<file path="src/design/indexed_min_heap_unit_macros.svh">
// assertion macros for the indexed min-heap unit
// used by the top level only
`ifndef INDEXED_MIN_HEAP_UNIT_MACROS_SVH
`define INDEXED_MIN_HEAP_UNIT_MACROS_SVH
// implication checked at every edge outside reset
`define IMH_ASSERT_IMP(lbl, clk, rst_n, a, c, msg) \
    lbl: assert property (@(posedge clk) disable iff (!rst_n) (a) |-> (c)) else $error(msg);
// next-cycle implication checked outside reset
`define IMH_ASSERT_NEXT(lbl, clk, rst_n, a, c, msg) \
    lbl: assert property (@(posedge clk) disable iff (!rst_n) (a) |=> (c)) else $error(msg);
`endif

</file>
<file path="src/design/imh_pkg.sv">
// shared types and constants for the indexed min-heap unit
// no dependencies
`default_nettype none
package imh_pkg;
    localparam int ID_BITS = 10;
    localparam int ID_SPACE = 1 << ID_BITS;

    typedef enum logic [1:0] {
        K_INSERT  = 2'd0,
        K_EXTRACT = 2'd1,
        K_CHANGE  = 2'd2,
        K_NONE    = 2'd3
    } t_kind;

    typedef enum logic [1:0] {
        E_OK      = 2'd0,
        E_FULL    = 2'd1,
        E_ABSENT  = 2'd2,
        E_PRESENT = 2'd3
    } t_err;

    typedef enum logic [4:0] {
        S_CLEAR, S_IDLE, S_MAPRD, S_DECODE,
        S_INS_WR, S_UP_RD, S_UP_CMP,
        S_EX_RD, S_EX_WR, S_EX_PUT,
        S_CH_RD, S_CH_DEC,
        S_DN_RD, S_DN_RD2, S_DN_CMP,
        S_SW_WR2,
        S_TOP_RD, S_TOP_LAT, S_DONE
    } t_state;
endpackage
`default_nettype wire

</file>
<file path="src/design/imh_front.sv">
// input skid queue: two-entry fifo of commands in front of the heap engine
// depends on imh_pkg
`default_nettype none
module imh_front
    import imh_pkg::*;
#(
    parameter int KEY_BITS = 32
) (
    input  wire logic                i_clk,
    input  wire logic                i_rst_n,
    input  wire logic                i_valid,
    output logic                     o_ready,
    input  wire logic [1:0]          i_kind,
    input  wire logic [ID_BITS-1:0]  i_id,
    input  wire logic [KEY_BITS-1:0] i_key,
    output logic                     o_valid,
    input  wire logic                i_take,
    output t_kind                    o_kind,
    output logic [ID_BITS-1:0]       o_id,
    output logic [KEY_BITS-1:0]      o_key
);
    localparam int W = 2 + ID_BITS + KEY_BITS;
    logic [W-1:0] r_q [2];
    logic [1:0]   r_cnt;
    logic         r_rd, r_wr;
    logic         push, pop;

    assign o_ready = (r_cnt != 2'd2);
    assign o_valid = (r_cnt != 2'd0);
    assign push    = i_valid && o_ready;
    assign pop     = o_valid && i_take;
    assign o_kind  = t_kind'(r_q[r_rd][W-1 -: 2]);
    assign o_id    = r_q[r_rd][KEY_BITS +: ID_BITS];
    assign o_key   = r_q[r_rd][KEY_BITS-1:0];

    always_ff @(posedge i_clk) begin
        if (!i_rst_n) begin
            r_cnt <= 2'd0;
            r_rd  <= 1'b0;
            r_wr  <= 1'b0;
        end else begin
            if (push) begin
                r_wr <= ~r_wr;
            end
            if (pop) begin
                r_rd <= ~r_rd;
            end
            r_cnt <= r_cnt + {1'b0, push} - {1'b0, pop};
        end
    end

    always_ff @(posedge i_clk) begin
        if (push) begin
            r_q[r_wr] <= {i_kind, i_id, i_key};
        end
    end
endmodule
`default_nettype wire

</file>
<file path="config.mk">
export PLATFORM = sky130hd
export DESIGN_NAME = imh_front
export DESIGN_NICKNAME = d
export VERILOG_FILES = /design/src/design/indexed_min_heap_unit_macros.svh /design/src/design/imh_pkg.sv /design/src/design/imh_front.sv
export SDC_FILE = /design/constraint.sdc
export NUM_CORES = 1
export LEC_CHECK = 0
export ABC_AREA = 1
export BUFFER_PORTS_ARGS = -buffer_cell sky130_fd_sc_hd__buf_4
export CORE_MARGIN = 2
export CORE_UTILIZATION = 56
export DETAILED_ROUTE_END_ITERATION = 16
export PLACE_DENSITY = 0.92
export SLEW_MARGIN = 20
export SYNTH_ARGS = -nofsm -noshare
export SYNTH_HDL_FRONTEND = slang
export SYNTH_SLANG_ARGS = --single-unit
</file>
<file path="constraint.sdc">
create_clock -name i_clk -period 8.45 [get_ports i_clk]
set_input_delay 0.845 -clock i_clk [delete_from_list [all_inputs] [get_ports i_clk]]
set_output_delay 0.845 -clock i_clk [all_outputs]
set_load 0.05 [all_outputs]
</file>
# Word-level counts from Yosys, hierarchy flattened

Memories as Yosys holds them, arrays and structs flattened. A register that Yosys moved wholly into a read port is not among the register bits.
Index checks and enable logic that the tools add are counted.

Register bits: 4
Bits in writable memories: 88
Input port bits: 48
Logic and storage cells: 16
Memories: 1

Add/sub/neg operators: 2
Equality and inequality tests: 1
Multiplexer cells: 4
Bitwise gates (word level): 2
Reductions and logical operators: 3

Memory list:

| name | depth | width | read ports | clocked after Yosys merged registers in | write ports | line            | RTL |
|---|---|---|---|---|---|---|---|
| r_q  | 2     | 44    | 1          | 1                                       | 1           | imh_front.sv:23 | `logic [W-1:0] r_q [2];` |

Operator list:

| kind                                         | count |
|---|---|
| 2-to-1 mux 1 bit                             | 4 |
| adder 2 x 1 -> 2 bit                         | 1 |
| logical AND 1 bit                            | 2 |
| inequality test 2 bit, second input constant | 1 |
| inverter 1 bit                               | 2 |
| nonzero test 2 bit                           | 1 |
| subtractor 2 x 1 -> 2 bit                    | 1 |

# Longest topological paths before layout

Gate-level depths: netlist of run 1.

Word-level depth: 4
Mapped depth: 11
Gate-level depth less buffers: 11

# Worst setup path before layout of run 1

No wires, ideal clock.

Path kind: input port to flip-flop
From: input port i_valid
To: memory r_q[0][0] in the netlist's numbering, enable pin
Library setup time: 0.446 ns
Arrival: 2.788 ns
Data required time: 8.004 ns
Path slack: 5.216 ns
Stages: 2
Cells stage by stage: nand2_1 > nor2_1

Cells in the longest elaborated chain, start to end: 3

Ends and longest elaborated chain:

| item                                   | line            | RTL |
|---|---|---|
| from (decl)                            | imh_front.sv:11 | `input wire logic i_valid,` |
| logical AND 1 bit                      | imh_front.sv:30 | `assign push = i_valid && o_ready;` |
| 2-to-1 mux 1 bit                       | imh_front.sv:53 | `if (push) begin` |
| 2-to-1 mux 1 bit (not written as such) | imh_front.sv:54 | `r_q[r_wr] <= {i_kind, i_id, i_key};` |
| to (decl)                              | imh_front.sv:23 |  |

No other way between the ends.

==> reports/qor.csv, run 1 <==
stage,metric,value,unit
critical_path,Crit Path Category,flip-flop to output port,
power,PwrDens,329,nW/µm²
timing,"Hold Vio Cnt, Final",0,
placed_design,routability cong.,0.687,
drt,Detail Route Antenna Nets,0,
run_status,run status,"finished, final reports clean",
clock_network,Worst-Skew Late Latency,340,ps
critical_path,Worst path depth,3,
power,Pleak,1.83,nW
critical_path,CP Buf/Inv Count,2,
global_route,busiest grt layer,met2,
timing,Tcrit/Tclk final,35.5,%
critical_path,reg2reg setup slack,6510,ps
timing,Final min period,3000,ps
timing,RSZ-0062 raised after global routing,false,
floorplan,site row count,29,
timing,Slew HR,38.4,%
cells_and_area,number of diodes,0,
global_route,global-route wire length before repair,8550,µm
drt,Total Wirelength,5470,µm
cells_and_area,most frequent cells in the layout,"buf_4 (95), edfxtp_1 (88), mux2_4 (40)",
global_route,GRT Total Usage,16.1,%
clock_network,CTS tree,built,
global_route,GR Util met2,28.2,%
floorplan,Core ar.,6310,µm²
cells_and_area,nets,324,
clock_network,Root Driver,clkbuf_8,
critical_path,crit path DAT,2150,ps
yosys,Yosys warning count,0,
yosys,syn_nets,223,
placed_design,number of port buffers,93,
clock_network,Max clock buf depth,2,
clock_network,# resized after CTS,0,
critical_path,CP peak stage delay,780,ps
placed_design,post-detail-place hpwl,3860,µm
floorplan,die height,84.4,µm
drt,Remaining DRCs,0,
yosys,Yosys top cell by area,edfxtp_1,
yosys,"Avg Cell Area, Syn",20.9,µm²
critical_path,Worst Path Max Fanout,23,
critical_path,crit-path leading delay family,flip-flops,
floorplan,die area,7120,µm²
global_route,met3 Usage GRT,5.51,%
clock_network,hold_buf cts,0,
clock_network,# clock sinks,93,
drt,Via density,5.04,
cells_and_area,fin util,72.4,%
run,# Max-Cap Violations,0,
timing,Slew @ Worst Pin,923,ps
global_route,largest net degree at the start of global routing,45,
global_route,Overflow after GRT,0,
timing,Final Slew Violations,0,
drt,DR pass1 iterations,4,
yosys,top-area cell type share of the netlist area,73.0,%
critical_path,crit-path cells,buf_4 -> mux2_4 -> buf_4,
floorplan,starting density of the core,57.3,%
timing,Fin Setup TNS,0,ps
critical_path,CP endpoint kind,output port,
critical_path,startpoint types,flip-flop,
clock_network,CTS H-tree depth,3,
cells_and_area,share of cells above drive strength 1,56.6,%
timing,Clock Skew,12.4,ps
critical_path,crit-path most repeated cell,buf_4,
yosys,sequential cell area fraction in the yosys report,75.8,%
min_path,hold crit path type,flip-flop to flip-flop,
clock_network,post-CTS setup buffers,0,
floorplan,num ports,94,
yosys,Synth area leaders,"edfxtp_1 (73%), mux2_4 (17%), dfxtp_1 (2.8%)",
power,"Power, Total",0.00151,W
drt,via count,1793,
timing,f_max,333,MHz
power,Max rail drop VDD,0.205,mV
critical_path,Critical Path RT,7610,ps
timing,final setup violation count,0,
global_route,met1 Use GR,18.4,%
yosys,Syn Inst Count,173,
cells_and_area,"commonest non-fill, non-tap cell in the layout",buf_4,
global_route,vias in the first global route,1834,
drt,routed len/inst,15.4,µm
global_route,initial antenna violation count,0,
floorplan,Die Width,84.4,µm
clock_network,Num CTS Buffers,9,
cells_and_area,P&R area growth vs syn,26.3,%
drt,Starting DRT DRC Count,124,
yosys,post-synthesis cell type count,12,
clock_network,clock slew at reported path FFs,90,ps
critical_path,CP max stage cell,dfxtp_2,
min_path,worst hold path depth,2,
yosys,Mapped Area,3620,µm²
yosys,Synth Register Bits,93,
critical_path,r2r worst-path depth,5,
-- through the flow --
| stage | setup WS, ps | instance area (µm²) | std cells | hold slack (ps) |
|---|---|---|---|---|
| finish | 5450 | 4570 | 356 | 561 |
| CTS | 5410 | 4570 | 356 | 571 |
| global route | 5330 | 4570 | 356 | 588 |
| global placement | 5800 | 4350 | 340 | 485 |
| detailed placement | 5800 | 4350 | 340 | 495 |
| floorplan | 5220 | 3620 | 173 | 467 |
-- logic make-up after synthesis --
kind of cell | synth area share, %
flip-flops | 75.8
multiplexers | 17.8
AND/OR/NAND/NOR | 2.18
buffers and inverters | 3.25
AO/OA/AOI/OAI | 0.277
adder cells (fa/ha/maj) | 0.691
-- cell usage after synthesis, drive strengths merged --
library cell	number
edfxtp	88
dfxtp	5
ha	2
nor2	8
inv	7
buf	5
nand3	3
nand2	9
mux2	44
a21oi	2
-- worst reg2reg max path, cell delays in order (launching register included) --
cell and delay, ps:
dfxtp_1 360, inv_1 60, nand2_1 120, nand2_1 130
nor2_4 500, buf_4 430
-- final timing paths --
| path | to | start |
|---|---|---|
| max | o_id[2] | flip-flop |
| min | r_rd | r_rd |
| max reg2reg | r_q[0][32] | r_cnt[0] |
| min reg2reg | r_rd | r_rd |
-- routing by layer --
layer | part of all wire [%] | wire length [µm]
met1 | 38 | 2060
met2 | 53 | 2900
met3 | 8.0 | 440
met4 | 1.2 | 68
met5 | 0 | 0
-- power by group --
part / switching, W / internal, W / total [W] / leakage [nW]
Clock: 0.000141 / 0.000174 / 0.000315 / 0.112
Combinational: 0.000360 / 0.000211 / 0.000571 / 0.858
Sequential: 0.0000355 / 0.000584 / 0.000619 / 0.863
Total: 0.000536 / 0.000969 / 0.00151 / 1.83
-- final cells by class --
class                           count  area, µm²
Sequential cell                    93       2740
Tap cell                           77       96.3
Inverter                            7       26.3
Clock inverter                      6       86.3
Fill cell                         382       1740
Multi-Input combinational cell     68        767
Clock buffer                       10        138
Timing Repair Buffer               95        713
-- state kept, by name (all words and copies together) (netlist names), named ones only --
register,flops
r_q,88
r_cnt,2
r_rd,1
r_wr,1
No activity file was read; power rests on OpenSTA's default activity.
==> run 2: changes to the inputs <==
--- a/config.mk
+++ b/config.mk
@@ -8,9 +8,9 @@
 export ABC_AREA = 1
 export BUFFER_PORTS_ARGS = -buffer_cell sky130_fd_sc_hd__buf_4
 export CORE_MARGIN = 2
-export CORE_UTILIZATION = 56
+export CORE_UTILIZATION = 47
 export DETAILED_ROUTE_END_ITERATION = 16
-export PLACE_DENSITY = 0.92
+export PLACE_DENSITY = 0.83
 export SLEW_MARGIN = 20
 export SYNTH_ARGS = -nofsm -noshare
 export SYNTH_HDL_FRONTEND = slang
==> constraint.sdc (replaced) <==
create_clock -name i_clk -period 2.65 [get_ports i_clk]
set_input_delay 0.265 -clock i_clk [delete_from_list [all_inputs] [get_ports i_clk]]
set_output_delay 0.265 -clock i_clk [all_outputs]
set_load 0.05 [all_outputs]
==> run 2 against run 1 <==
Sequential power grew to 3.2 times the previous value. Register-to-register slack got worse by 5600 ps. Critical endpoint is now o_key[4]. Clock power rose to 2.8 times the previous value. Cell count up 7.6%. Combinational power grew to 3.3 times the previous value. Routed wire length up 9.9%. Clock skew barely moved. Count of clock-buffer cells in the layout increased by 1. Worst setup slack worse by 5000 ps. Die area rose by 18%. Highest routed layer unchanged.
==> reports/qor.csv, run 2 (same netlist as run 1, synthesis figures left out) <==
stage,metric,value,unit
clock_network,hold_buf cts,0,
clock_network,Num CTS Buffers,9,
cells_and_area,number of diodes,0,
floorplan,Core ar.,7610,µm²
min_path,min-delay src,i_key[23],
timing,Slew HR,59.0,%
global_route,global-route wire length before repair,9240,µm
critical_path,Critical Path RT,2380,ps
cells_and_area,max reg flops,88,
timing,Final min period,2190,ps
timing,Tcrit/Tclk final,82.6,%
power,Pleak,1.83,nW
clock_network,Worst-Skew Late Latency,340,ps
timing,"Hold Vio Cnt, Final",0,
clock_network,CTS tree,built,
critical_path,CP Buf/Inv Count,2,
critical_path,crit-path leading delay family,flip-flops,
timing,Fin Setup TNS,0,ps
clock_network,clock slew at reported path FFs,90,ps
global_route,vias in the first global route,1918,
global_route,Overflow after GRT,0,
global_route,GRT Total Usage,14.7,%
drt,Remaining DRCs,0,
cells_and_area,non-filler instance count after layout,383,
clock_network,CTS H-tree depth,3,
placed_design,routability cong.,0.676,
cells_and_area,P&R area growth vs syn,27.3,%
run,# Max-Cap Violations,0,
critical_path,CP endpoint kind,output port,
min_path,Worst Hold Endpoint,r_q[0][23],
critical_path,CP max stage cell,dfxtp_2,
global_route,initial antenna violation count,0,
critical_path,Crit Path Category,flip-flop to output port,
cells_and_area,FF/Latch Area,2740,µm²
critical_path,crit path DAT,1920,ps
power,PwrDens,1030,nW/µm²
min_path,worst hold path depth,1,
cells_and_area,largest registers,"r_q: 88 flops, r_cnt: 2 flops",
cells_and_area,footprint of the multi-input gates,767,µm²
timing,Clock Skew,12.2,ps
timing,final setup violation count,0,
drt,Starting DRT DRC Count,97,
placed_design,post-detail-place hpwl,4150,µm
drt,DR pass1 iterations,4,
critical_path,Critical R2R Launch,r_cnt[0],
placed_design,number of port buffers,93,
timing,Final WS setup,461,ps
critical_path,crit-path cells,buf_4 -> mux2_4 -> buf_4,
floorplan,die height,91.8,µm
timing,Slew @ Worst Pin,614,ps
clock_network,post-CTS setup buffers,0,
power,Max rail drop VDD,0.779,mV
cells_and_area,"commonest non-fill, non-tap cell in the layout",buf_4,
clock_network,Root Driver,clkbuf_8,
cells_and_area,Largest Register,r_q,
min_path,hold crit path type,input port to flip-flop,
critical_path,r2r worst-path depth,5,
drt,Via density,4.75,
clock_network,# resized after CTS,0,
critical_path,reg2reg setup slack,960,ps
critical_path,Worst Path Max Fanout,19,
critical_path,CP peak stage delay,730,ps
clock_network,# clock sinks,93,
timing,Final Slew Violations,0,
global_route,largest net degree at the start of global routing,29,
floorplan,site row count,32,
timing,RSZ-0062 raised after global routing,false,
floorplan,num ports,94,
cells_and_area,most frequent cells in the layout,"buf_4 (96), edfxtp_1 (88), mux2_4 (40)",
critical_path,startpoint types,flip-flop,
drt,via count,1821,
placed_design,DP Worst Slack,771,ps
cells_and_area,share of cells above drive strength 1,55.9,%
placed_design,placed insts,368,
floorplan,die area,8420,µm²
critical_path,crit-path most repeated cell,buf_4,
floorplan,starting density of the core,47.6,%
cells_and_area,nets,327,
power,"Power, Total",0.00472,W
run_status,run status,"finished, final reports clean",
drt,Detail Route Antenna Nets,0,
drt,routed len/inst,15.7,µm
critical_path,R2R Path End,r_q[0][43],
cells_and_area,FILL cells,603,
clock_network,Max clock buf depth,2,
floorplan,Die Width,91.8,µm
timing,f_max,457,MHz
drt,Total Wirelength,6010,µm
-- run 2: power breakdown --
group          switching (W)  leakage [nW]  internal, W
Clock               0.000449        0.0870     0.000431
Combinational        0.00117         0.881     0.000705
Sequential          0.000108         0.863      0.00186
-- run 2: worst register-to-register path: cells and delay by family (launching register included) --
family | cells | cell delay [ps]
and+or+nand+nor | 3 | 680
DFF | 1 | 360
buffers and inverters | 2 | 340
-- run 2: worst max path at each step --
stage	from	end	slack, ps	depth (start not counted)
2_1_floorplan	r_cnt[0]	r_q[0][0]	140	4
3_3_place_gp	flip-flop	o_key[25]	810	3
3_5_place_dp	flip-flop	o_key[4]	770	3
4_1_cts	flip-flop	o_key[4]	400	3
5_1_grt	flip-flop	o_key[4]	350	3
6_report	flip-flop	o_key[4]	460	3
-- run 2: metrics by stage --
stage	hold WS, ps	cell area, µm²	util, %
after floorplan	358	3620	-
after global placement	451	4430	58.2
after detailed placement	454	4430	58.2
after CTS	81.9	4610	60.6
after global routing	71.9	4610	60.6
final	101	4610	60.6
-- run 2: final cells by class --
type,instances,area share (%)
clock inverter,4,1.09
multi-input combinational,68,16.6
sequential,93,59.6
clock buffer,11,2.85
timing repair buffer,98,16.5
inverter,7,0.570
tap,102,2.77
-- run 2: layer usage --
metal / global-route usage, % / part of all wire, % / up-vias
met2: 26.0 / 54 / 55
met3: 3.53 / 5.0 / 8
met4: 6.59 / 1.1 / 0
li1: - / - / 862
met5: 0 / 0 / -
met1: 17.0 / 40 / 896
